File: config.mk
export PLATFORM = sky130hd
export DESIGN_NAME = pt2d_cfg
export DESIGN_NICKNAME = d
export VERILOG_FILES = /design/src/sv/pt2d_pkg.sv /design/src/sv/pt2d_cfg.sv
export SDC_FILE = /design/constraint.sdc
export NUM_CORES = 1
export LEC_CHECK = 0
export BUFFER_PORTS_ARGS = -buffer_cell sky130_fd_sc_hd__buf_2
export CAP_MARGIN = 10
export CORE_ASPECT_RATIO = 0.5
export CORE_UTILIZATION = 40
export DETAILED_ROUTE_END_ITERATION = 10
export GPL_TIMING_DRIVEN = 0
export PLACE_DENSITY_LB_ADDON = 0.15
export SETUP_SLACK_MARGIN = 0.15
export SYNTH_ARGS = -nofsm -noshare
export SYNTH_HDL_FRONTEND = slang
export SYNTH_SLANG_ARGS = --single-unit
File: constraint.sdc
create_clock -name clk -period 1.17 [get_ports clk]
set_input_delay 0.1755 -clock clk [delete_from_list [all_inputs] [get_ports clk]]
set_output_delay 0.1755 -clock clk [all_outputs]
set_load 0.03 [all_outputs]
File: src/sv/pt2d_pkg.sv
package pt2d_pkg;

  // Coordinate and fixed-point format
  localparam int COORD_BITS     = 24;
  localparam int TRIG_FRAC_BITS = 14;

  // Register widths
  localparam int MODE_W = 4;
  localparam int COEF_W = 16;
  localparam int OFFS_W = 15;

  // Configuration port
  localparam int CFG_IDX_W  = 3;
  localparam int CFG_DATA_W = 16;

  // Datapath widths: coordinate minus window origin, product, sum of two products plus offset
  localparam int OPND_W = COORD_BITS + 1;
  localparam int PROD_W = OPND_W + COEF_W;
  localparam int SUM_W  = PROD_W + 2;

  // Mode codes
  localparam logic [MODE_W-1:0] MODE_MOVE   = 4'd0;
  localparam logic [MODE_W-1:0] MODE_SCALE  = 4'd1;
  localparam logic [MODE_W-1:0] MODE_SHEAR  = 4'd2;
  localparam logic [MODE_W-1:0] MODE_REF_X  = 4'd3;
  localparam logic [MODE_W-1:0] MODE_REF_Y  = 4'd4;
  localparam logic [MODE_W-1:0] MODE_REF_O  = 4'd5;
  localparam logic [MODE_W-1:0] MODE_REF_XY = 4'd6;
  localparam logic [MODE_W-1:0] MODE_REF_NX = 4'd7;
  localparam logic [MODE_W-1:0] MODE_ROTATE = 4'd8;
  localparam logic [MODE_W-1:0] MODE_MAP    = 4'd9;

  // Register indexes
  localparam logic [CFG_IDX_W-1:0] REG_MODE   = 3'd0;
  localparam logic [CFG_IDX_W-1:0] REG_COEF_X = 3'd1;
  localparam logic [CFG_IDX_W-1:0] REG_COEF_Y = 3'd2;
  localparam logic [CFG_IDX_W-1:0] REG_PRE_X  = 3'd3;
  localparam logic [CFG_IDX_W-1:0] REG_PRE_Y  = 3'd4;
  localparam logic [CFG_IDX_W-1:0] REG_POST_X = 3'd5;
  localparam logic [CFG_IDX_W-1:0] REG_POST_Y = 3'd6;

  typedef struct packed {
    logic signed [COORD_BITS-1:0] in_x;
    logic signed [COORD_BITS-1:0] in_y;
  } in_t;

  typedef struct packed {
    logic signed [COORD_BITS-1:0] out_x;
    logic signed [COORD_BITS-1:0] out_y;
    logic                         clipped;
  } out_t;

  typedef struct packed {
    logic        [MODE_W-1:0] mode;
    logic signed [COEF_W-1:0] coef_x;
    logic signed [COEF_W-1:0] coef_y;
    logic signed [OFFS_W-1:0] pre_x;
    logic signed [OFFS_W-1:0] pre_y;
    logic signed [OFFS_W-1:0] post_x;
    logic signed [OFFS_W-1:0] post_y;
  } cfg_t;

endpackage

File: src/sv/pt2d_cfg.sv
module pt2d_cfg
  import pt2d_pkg::*;
(
  input  logic                  clk,
  input  logic                  rst,
  input  logic                  wr_en,
  input  logic [CFG_IDX_W-1:0]  wr_index,
  input  logic [CFG_DATA_W-1:0] wr_data,
  output cfg_t                  regs
);

  always_ff @(posedge clk) begin
    if (rst) begin
      regs.mode   <= MODE_MOVE;
      regs.coef_x <= COEF_W'(1);
      regs.coef_y <= COEF_W'(1);
      regs.pre_x  <= '0;
      regs.pre_y  <= '0;
      regs.post_x <= '0;
      regs.post_y <= '0;
    end else if (wr_en) begin
      unique case (wr_index)
        REG_MODE:   regs.mode   <= wr_data[MODE_W-1:0];
        REG_COEF_X: regs.coef_x <= wr_data[COEF_W-1:0];
        REG_COEF_Y: regs.coef_y <= wr_data[COEF_W-1:0];
        REG_PRE_X:  regs.pre_x  <= wr_data[OFFS_W-1:0];
        REG_PRE_Y:  regs.pre_y  <= wr_data[OFFS_W-1:0];
        REG_POST_X: regs.post_x <= wr_data[OFFS_W-1:0];
        REG_POST_Y: regs.post_y <= wr_data[OFFS_W-1:0];
        default: ;  // unmapped index, write dropped
      endcase
    end
  end

endmodule

==> results.md, run 1 <==
- Delay-heaviest family, CP: flip-flops
- Final Critical Period: 0.9959 ns
- Ant. Diodes: 0
- Min-Delay Startpoint: wr_data[0]
- Total die area: 0.01006 mm2
- Grt met3 use: 7.219%
- Status: finished clean
- Number of port buffers: 112
- Setup TNS: 0 ns
- Syn Area/Cell: 11.35 um2
- Regs by FF count: regs (96)
- Worst reg-to-reg path cell count: 3
- Final hold vios: 0
- Sink of the worst hold path: regs[60]
- Synth Instances: 340
- Longest Clk Path Bufs: 2
- Tcrit/Tclk final: 85.12%
- Setup ws final: 0.1741 ns
- Fin area: 0.005688 mm2
- Die width: 140.9 um
- Max-cap violations: 0
- Overflow after GRT: 0
- Area leader, netlist: dfxtp_1
- Clock Root Buffer: clkbuf_16
- Vias: 2805
- Worst slew margin relative to its limit: 67.85%
- Buffers & Inverters on Critical Path: 1
- Clock power share: 41.9%
- P_int: 5459 uW
- Placed inst area: 0.004617 mm2
- Initial cell density of the core: 42.68%
- Area share of the largest cell type after synthesis: 49.82%
- Critical Path Start Type: register
- Most flop-heavy register: regs
- Post-layout util: 62.93%
- Syn Nets: 362
- CTS tree: yes
- Slew @ Worst Pin: 0.4823 ns
- Comb pwr share: 10.3%
- RSZ-0062 raised after global routing: true
- Via density: 4.652
- Worst R2R Setup Slack: 0.47 ns
- IO Count: 118
- Final setup violation count: 0
- Drc violations: 0
- H-tree depth: 3
- Placeable Area: 0.009039 mm2
- DP HPWL: 6562 um
- Largest register FFs: 96
- Layout Nets: 491
- Worst-path clk slew: 0.07 ns
- Initial antenna violation count: 0
- Net Sw Frac: 23.37%
- First-pass GRT wire length: 14840 um
- Fin. max-slew vios: 0
- Top cells by area, synth: dfxtp_1 50%, mux2i_1 25%, nand2b_1 18%
- Worst-path cell chain: buf_6
- Worst Setup SP: regs[75]
- P_leak: 0.002770 uW
- Skew-Pair Late Insertion Delay: 0.34 ns
- Clock tree sinks: 96
- Sequential share of power: 47.8%
- RR Endpoint: regs[17]
- Number of global-route vias before repair: 2801
- Crit-path max cell delay: 0.35 ns
- Largest net degree at the start of global routing: 15
- Pwr Density: 1252 mW/mm2
- CP Class: register to output port
- Required time of the critical path: 0.99 ns
- Crit path max fanout: 2
- FMAX: 1004 MHz
- Post-Route WL: 9568 um
- Site Rows: 24
- FF-to-FF Start: regs[17]
- Post-Syn Area: 0.003857 mm2
- Share of cells above drive strength 1: 51.80%
- Busiest grt layer: met2
- CTS buffer count: 9
- Crit path max-delay cell type: dfxtp_1
- Met1 track demand over resource: 25.09%
- Total global-route track usage: 19.60%
- Antenna-violating nets left: 0
- DR pass1 iterations: 4
- Count of cell types in the netlist: 13
- Hold path depth: 3
- Register area share after synthesis: 49.82%
- Drt first-iter violations: 59
- Crit. End Element: output port
- Pre-CTS WS: -0.3833 ns
- RePlAce Congestion: 0.7361
- WL per Instance: 15.87 um
- Grt met2 use: 31.40%
- Crit path DAT: 0.82 ns
- Peak supply drop: 825.1 uV
- NetSw: 1664 uW
- Area Overhead vs Synth: 47.45%
- Yosys synthesis warning count: 0
- Die Y: 71.44 um
- Yosys reg bits: 96
- HP Class: input port to register
- Fin Clk Skew: 0 ns
- Min Hold Slack: 0.1314 ns
==> kinds of logic (layout without fill, tap and decap cells) <==
| group | count (synthesis) | after routing | share of synthesized area [%] |
|---|---|---|---|
| buffers and inverters | 26 | 159 | 3.471 |
| AND/OR/NAND/NOR | 122 | 122 | 21.80 |
| flip-flops | 96 | 96 | 49.82 |
| multiplexers | 96 | 96 | 24.91 |
==> synth_stat cells <==
master	instances
nor2_1	3
mux2i_1	96
dfxtp_1	96
or4b_4	1
nor4bb_1	1
buf_4	3
nand4bb_1	3
buf_6	2
buf_2	8
nand2b_1	110
and4bb_1	1
nand4b_4	3
clkbuf_1	13
==> per-layer routing <==
| layer | part of all wire (%) | up-vias |
|---|---|---|
| met5 | 0 | - |
| met4 | 1.0 | 0 |
| met3 | 5.6 | 8 |
| met2 | 45 | 65 |
| met1 | 48 | 1344 |
| li1 | - | 1388 |
==> stage by stage <==
step                power [uW]  cells
floorplan                 3896    340
global placement          4091    582
detailed placement        4093    582
CTS                       7150    597
global route              7383    603
finish                    7124    603
==> repair_timing <==
| item | CTS | global route |
|---|---|---|
| endpoints found under the hold margin | 0 | 0 |
| hold buffers | 0 | 0 |
| endpoints found under the setup margin | 168 | 94 |
| resized for setup | 217 | 72 |
| buffers inserted | 0 | 6 |
==> cells in the final DEF, fill, tap and decap left out <==
master and instances:
nand4b_4 3, dfxtp_1 8, buf_6 101, clkbuf_2 3
buf_12 1, nor4bb_1 1, nor2_1 3, clkbuf_8 2
clkinv_4 1, nand2b_1 104, buf_2 22, nand4bb_1 3
dfxtp_2 88, nand2b_2 5, and4bb_1 1, or4b_4 1
clkbuf_1 12, buf_4 7, nand2b_4 1, mux2i_1 96
bufinv_16 1, clkbuf_16 9
==> power by group through the flow <==
| stage | clock (uW) | combinational [uW] | sequential (uW) |
|---|---|---|---|
| floorplan | 0 | 304 | 3590 |
| global placement | 0 | 642 | 3450 |
| CTS | 3030 | 723 | 3400 |
| detailed placement | 0 | 643 | 3450 |
| finish | 2980 | 737 | 3410 |
| global route | 3190 | 783 | 3410 |
==> worst max path at each step <==
stage,cells past startpoint,slack [ns],endpoint
after CTS,1,0.15,regs[38]
after detailed placement,4,-0.38,regs[24]
after floorplan,4,-0.007,regs[93]
final,1,0.17,regs[75]
after global routing,1,0.14,regs[0]
after global placement,4,-0.39,regs[20]
==> final cells by class <==
| class | count | area [um2] |
|---|---|---|
| Clock inverter | 2 | 38.79 |
| Timing Repair Buffer | 118 | 1206 |
| Tap cell | 130 | 162.7 |
| Fill cell | 760 | 3351 |
| Buffer | 26 | 166.4 |
| Sequential cell | 96 | 2032 |
| Clock buffer | 13 | 260.3 |
| Multi-Input combinational cell | 218 | 1822 |
(Power assumes the default switching activity.)
==> run 2, diff against run 1 <==
--- a/config.mk
+++ b/config.mk
@@ -12,6 +12,7 @@
 export DETAILED_ROUTE_END_ITERATION = 10
 export GPL_TIMING_DRIVEN = 0
 export PLACE_DENSITY_LB_ADDON = 0.15
+export RECOVER_POWER = 50
 export SETUP_SLACK_MARGIN = 0.15
 export SYNTH_ARGS = -nofsm -noshare
 export SYNTH_HDL_FRONTEND = slang
==> results.md, run 2 (synthesized netlist as in run 1, its figures left out) <==
- Initial cell density of the core: 42.68% (unchanged)
- WL per Instance: 15.88 um (was 15.87 um)
- Vias: 2807 (was 2805)
- Tcrit/Tclk final: 88.19% (was 85.12%)
- Fin Clk Skew: 0 ns (unchanged)
- Share of cells above drive strength 1: 50.32% (was 51.80%)
- Crit path max-delay cell type: dfxtp_1 (unchanged)
- Slew @ Worst Pin: 0.4825 ns (was 0.4823 ns)
- Longest Clk Path Bufs: 2 (unchanged)
- Status: finished clean (unchanged)
- Buffers & Inverters on Critical Path: 1 (unchanged)
- Worst-path clk slew: 0.07 ns (about the same)
- Via density: 4.655 (was 4.652)
- Fin area: 0.005660 mm2 (was 0.005688 mm2)
- Worst-path cell chain: buf_6 (unchanged)
- Drt first-iter violations: 66 (was 59)
- Min Hold Slack: 0.1324 ns (was 0.1314 ns)
- DP HPWL: 6562 um (unchanged)
- NetSw: 1658 uW (was 1664 uW)
- HP Class: input port to register (unchanged)
- Site Rows: 24 (unchanged)
- RePlAce Congestion: 0.7361 (unchanged)
- FMAX: 969.1 MHz (was 1004 MHz)
- Initial antenna violation count: 0 (unchanged)
- Sequential share of power: 47.9% (was 47.8%)
- Peak supply drop: 824.1 uV (was 825.1 uV)
- Worst slew margin relative to its limit: 67.83% (was 67.85%)
- Commonest non-fill, non-tap cell in the layout: nand2b_1 (unchanged)
- Final setup violation count: 0 (unchanged)
- H-tree depth: 3 (unchanged)
- Skew-Pair Late Insertion Delay: 0.34 ns (about the same)
- Net Sw Frac: 23.32% (was 23.37%)
- CTS buffer count: 9 (unchanged)
- IO Count: 118 (unchanged)
- Crit-path max cell delay: 0.37 ns (was 0.35 ns)
- DR pass1 iterations: 4 (unchanged)
- Crit path DAT: 0.86 ns (was 0.82 ns)
- Comb pwr share: 10.2% (was 10.3%)
- Final hold vios: 0 (unchanged)
- Total global-route track usage: 19.60% (unchanged)
- Antenna-violating nets left: 0 (unchanged)
- Critical Path Start Type: register (unchanged)
- Most frequent cells in the layout: 106 x nand2b_1, 100 x buf_6, 96 x mux2i_1, 87 x dfxtp_2, 19 x buf_2 (was 104 x nand2b_1, 101 x buf_6, 96 x mux2i_1, 88 x dfxtp_2, 22 x buf_2)
- Largest register FFs: 96 (unchanged)
- Crit path max fanout: 2 (unchanged)
- Most flop-heavy register: regs (unchanged)
- Layout Nets: 491 (unchanged)
- P_int: 5452 uW (was 5459 uW)
- First-pass GRT wire length: 14840 um (unchanged)
- Setup TNS: 0 ns (unchanged)
- Clock power share: 41.9% (about the same)
- Die width: 140.9 um (unchanged)
- Number of global-route vias before repair: 2801 (unchanged)
- Largest net degree at the start of global routing: 15 (unchanged)
- Crit. End Element: output port (unchanged)
- Max-cap violations: 0 (unchanged)
- Post-Route WL: 9577 um (was 9568 um)
- Die Y: 71.44 um (unchanged)
- Placeable Area: 0.009039 mm2 (unchanged)
- Number of port buffers: 112 (unchanged)
- Fin. max-slew vios: 0 (unchanged)
- Drc violations: 0 (unchanged)
- RSZ-0062 raised after global routing: true (unchanged)
- Pwr Density: 1256 mW/mm2 (was 1252 mW/mm2)
- Total die area: 0.01006 mm2 (unchanged)
- Area Overhead vs Synth: 46.74% (was 47.45%)
- Clock tree sinks: 96 (unchanged)
- P_leak: 0.002752 uW (was 0.002770 uW)
- Placed inst area: 0.004617 mm2 (unchanged)
- Required time of the critical path: 0.99 ns (about the same)
- Overflow after GRT: 0 (unchanged)
- Ant. Diodes: 0 (unchanged)
- Clock Root Buffer: clkbuf_16 (unchanged)
- Regs by FF count: regs (96) (unchanged)
- CP Class: register to output port (unchanged)
- Final Critical Period: 1.032 ns (was 0.9959 ns)
- Delay-heaviest family, CP: flip-flops (unchanged)
- CTS tree: yes (unchanged)
run 2: cell types whose count changed in the layout (fill, tap and decap cells not counted):
| cell | change |
|---|---|
| nand2b_2 | -1 |
| buf_4 | -1 |
| nand2b_1 | +2 |
| buf_2 | -3 |
| dfxtp_1 | +1 |
| clkbuf_2 | +2 |
| clkbuf_1 | +3 |
| buf_6 | -1 |
| dfxtp_2 | -1 |
| or4b_1 | +1 |
| nand2b_4 | -1 |
| or4b_4 | -1 |
run 2: layer usage:
metal  wire (um)  vias up  GRT usage [%]
li1            -     1387              -
met1        4601     1343          25.09
met2        4330       68          31.40
met3         546        9          7.219
met4          99        0          5.314
met5           0        -              0
run 2: stage by stage:
stage	total power (uW)	instances	utilization (%)	setup WS, ns
6_report	7111	603	62.62	0.1381
5_1_grt	7374	603	62.62	0.06815
4_1_cts	7150	597	60.70	0.1505
3_5_place_dp	4093	582	51.08	-0.3833
3_3_place_gp	4091	582	51.08	-0.3853
2_1_floorplan	3896	340	-	-0.006992
run 2: path summary, 6_finish.rpt:
kind	from	slack, ns	to	cells past startpoint
setup / recovery	regs[0]	0.14	regs[0]	1
hold / removal	wr_data[0]	0.13	regs[60]	3
setup reg to reg	regs[61]	0.47	regs[61]	3
hold reg to reg	regs[34]	0.48	regs[34]	2
run 2: repair_timing:
item | in CTS | in global routing
buffers inserted | 0 | 6
hold buffers | 0 | 0
setup endpoints to repair | 168 | 94
resized for setup | 217 | 72
run 2: power by group through the flow:
stage               combinational (uW)  clock (uW)  sequential, uW
floorplan                          304           0            3590
global route                       775        3190            3410
global placement                   642           0            3450
CTS                                723        3030            3400
detailed placement                 643           0            3450
finish                             728        2980            3410
run 2: worst register-to-register path, stage by stage, from the launching register on:
cell	delay [ns]
dfxtp_2	0.33
buf_4	0.13
nand2b_1	0.06
mux2i_1	0.06
run 2: layout make-up:
class                           instances  area [um2]
Clock inverter                          2       38.79
Buffer                                 26       153.9
Multi-Input combinational cell        218        1808
Sequential cell                        96        2031
Clock buffer                           13       260.3
Tap cell                              130       162.7
Fill cell                             764        3378
Timing Repair Buffer                  118        1206
==> run 3, diff against run 2 <==
--- a/config.mk
+++ b/config.mk
@@ -13,6 +13,7 @@
 export GPL_TIMING_DRIVEN = 0
 export PLACE_DENSITY_LB_ADDON = 0.15
 export RECOVER_POWER = 50
+export REMOVE_ABC_BUFFERS = 1
 export SETUP_SLACK_MARGIN = 0.15
 export SYNTH_ARGS = -nofsm -noshare
 export SYNTH_HDL_FRONTEND = slang
==> results.md, run 3 (synthesized netlist as in run 1, its figures left out) <==
- DR pass1 iterations: 4 (unchanged)
- Number of port buffers: 117 (was 112)
- WL per Instance: 16.05 um (was 15.88 um)
- Status: finished clean (unchanged)
- Clock power share: 41.3% (was 41.9%)
- Worst Setup SP: wr_en (was regs[0])
- NetSw: 1667 uW (was 1658 uW)
- Setup ws final: 0.1266 ns (was 0.1381 ns)
- HP Class: input port to register (unchanged)
- Total die area: 0.01006 mm2 (unchanged)
- Die width: 140.9 um (unchanged)
- Die Y: 71.44 um (unchanged)
- Placed insts: 563 (was 582)
- DP HPWL: 5826 um (was 6562 um)
- Slew @ Worst Pin: 0.6009 ns (was 0.4825 ns)
- CP Class: input port to register (was register to output port)
- Crit path max fanout: 9 (was 2)
- Post-Route WL: 9389 um (was 9577 um)
- Most frequent cells in the layout: 110 x nand2b_1, 96 x mux2i_1, 96 x dfxtp_2, 94 x buf_6, 20 x buf_2 (was 106 x nand2b_1, 100 x buf_6, 96 x mux2i_1, 87 x dfxtp_2, 19 x buf_2)
- IO Count: 118 (unchanged)
- Layout Nets: 472 (was 491)
- Fin. max-slew vios: 0 (unchanged)
- Pre-CTS WS: -0.7145 ns (was -0.3833 ns)
- Largest net degree at the start of global routing: 114 (was 15)
- RSZ-0062 raised after global routing: true (unchanged)
- Final setup violation count: 0 (unchanged)
- Skew-Pair Late Insertion Delay: 0.34 ns (about the same)
- Initial cell density of the core: 42.68% (unchanged)
- Final Critical Period: 1.043 ns (was 1.032 ns)
- Max-cap violations: 0 (unchanged)
- Fin Clk Skew: 0 ns (unchanged)
- FMAX: 958.4 MHz (was 969.1 MHz)
- Worst R2R Setup Slack: 0.45 ns (was 0.47 ns)
- First-pass GRT wire length: 14620 um (was 14840 um)
- Area Overhead vs Synth: 45.67% (was 46.74%)
- Tcrit/Tclk final: 89.18% (was 88.19%)
- Overflow after GRT: 0 (unchanged)
- Post-layout util: 62.17% (was 62.62%)
- Initial antenna violation count: 0 (unchanged)
- Placeable Area: 0.009039 mm2 (unchanged)
- CP endpoint: regs[37] (was regs[0])
- Worst slew margin relative to its limit: 59.94% (was 67.83%)
- RR Endpoint: regs[72] (was regs[61])
- Worst-path clk slew: 0.07 ns (about the same)
- Net Sw Frac: 23.79% (was 23.32%)
- Commonest non-fill, non-tap cell in the layout: nand2b_1 (unchanged)
- Critical Path Start Type: input port (was register)
- Site Rows: 24 (unchanged)
- Drt first-iter violations: 90 (was 66)
- Via density: 4.670 (was 4.655)
- Clock tree sinks: 96 (unchanged)
- RePlAce Congestion: 0.7315 (was 0.7361)
- Regs by FF count: regs (96) (unchanged)
- Vias: 2732 (was 2807)
- Final hold vios: 0 (unchanged)
- Most flop-heavy register: regs (unchanged)
- CTS tree: yes (unchanged)
- FF-to-FF Start: regs[72] (was regs[61])
- Crit path DAT: 1.26 ns (was 0.86 ns)
- Sequential share of power: 48.6% (was 47.9%)
- Antenna-violating nets left: 0 (unchanged)
- Longest Clk Path Bufs: 2 (unchanged)
- Clock Root Buffer: clkbuf_16 (unchanged)
- Hold buffers post-CTS: 0 (unchanged)
- Peak supply drop: 645.0 uV (was 824.1 uV)
- Drc violations: 0 (unchanged)
- Ant. Diodes: 0 (unchanged)
- Share of cells above drive strength 1: 53.41% (was 50.32%)
- Worst reg-to-reg path cell count: 3 (unchanged)
- Largest register FFs: 96 (unchanged)
- Number of global-route vias before repair: 2848 (was 2801)
- P_leak: 0.002728 uW (was 0.002752 uW)
- P_int: 5341 uW (was 5452 uW)
- H-tree depth: 3 (unchanged)
- CTS buffer count: 9 (unchanged)
- Comb pwr share: 10.1% (was 10.2%)
- Required time of the critical path: 1.39 ns (was 0.99 ns)
- Crit. End Element: register (was output port)
- Pwr Density: 1247 mW/mm2 (was 1256 mW/mm2)
- Total global-route track usage: 19.22% (was 19.60%)
- Non-filler cells, final: 585 (was 603)
[run 3: cell count changes in the layout (fill, tap and decap cells not counted), sizes merged]
cell      change
clkinv        +1
clkinvlp      +2
buf           -6
inv           +1
clkbuf       -16
[run 3: stage by stage]
step	total power (uW)	cell area (um2)	hold slack, ns	setup TNS, ns
after CTS	7066	5420	0.1378	0
after detailed placement	4050	4492	0.4635	-63.40
after global placement	4022	4472	0.4549	-56.28
final	7008	5619	0.1429	0
after global routing	7302	5619	0.1537	0
after floorplan	3820	3724	0.3318	-3.008
[run 3: critical path: stages]
cell and delay (ns):
clkbuf_2 0.29, nand4bb_4 0.29, clkbuf_4 0.33, mux2i_1 0.15
[run 3: how the worst min path moves through the flow]
stage	from	to	slack, ns	depth (start not counted)
2_1_floorplan	rst	regs[76]	0.33	2
3_3_place_gp	regs[91]	regs[91]	0.45	2
3_5_place_dp	regs[73]	regs[73]	0.46	2
4_1_cts	wr_data[15]	regs[91]	0.14	3
5_1_grt	wr_data[15]	regs[91]	0.15	3
6_report	wr_data[15]	regs[91]	0.14	3
[run 3: power groups by stage]
stage	registers (uW)	clock network [uW]	logic (uW)
after floorplan	3590	0	229
after global placement	3450	0	577
after detailed placement	3450	0	601
after CTS	3390	2980	690
after global routing	3410	3140	749
final	3410	2890	708
[run 3: area by class of cell]
cell class                 instances  area, um2
tap                              130      162.7
fill                             728       3420
multi-input combinational        218       1849
clock inverter                     6      67.56
sequential                        96       2042
clock buffer                      10      229.0
timing repair buffer             125       1269
[run 3: timing repair]
action,CTS,global route
resized for setup,223,75
hold endpoints to repair,0,0
setup buffers,1,5
pin swaps,0,3
endpoints found under the setup margin,192,84
[run 3: routing by layer]
metal  wire, um  track usage [%]
met4         65            5.797
met3        373            6.083
met2       4680            33.55
met5          0                0
met1       4270            22.94
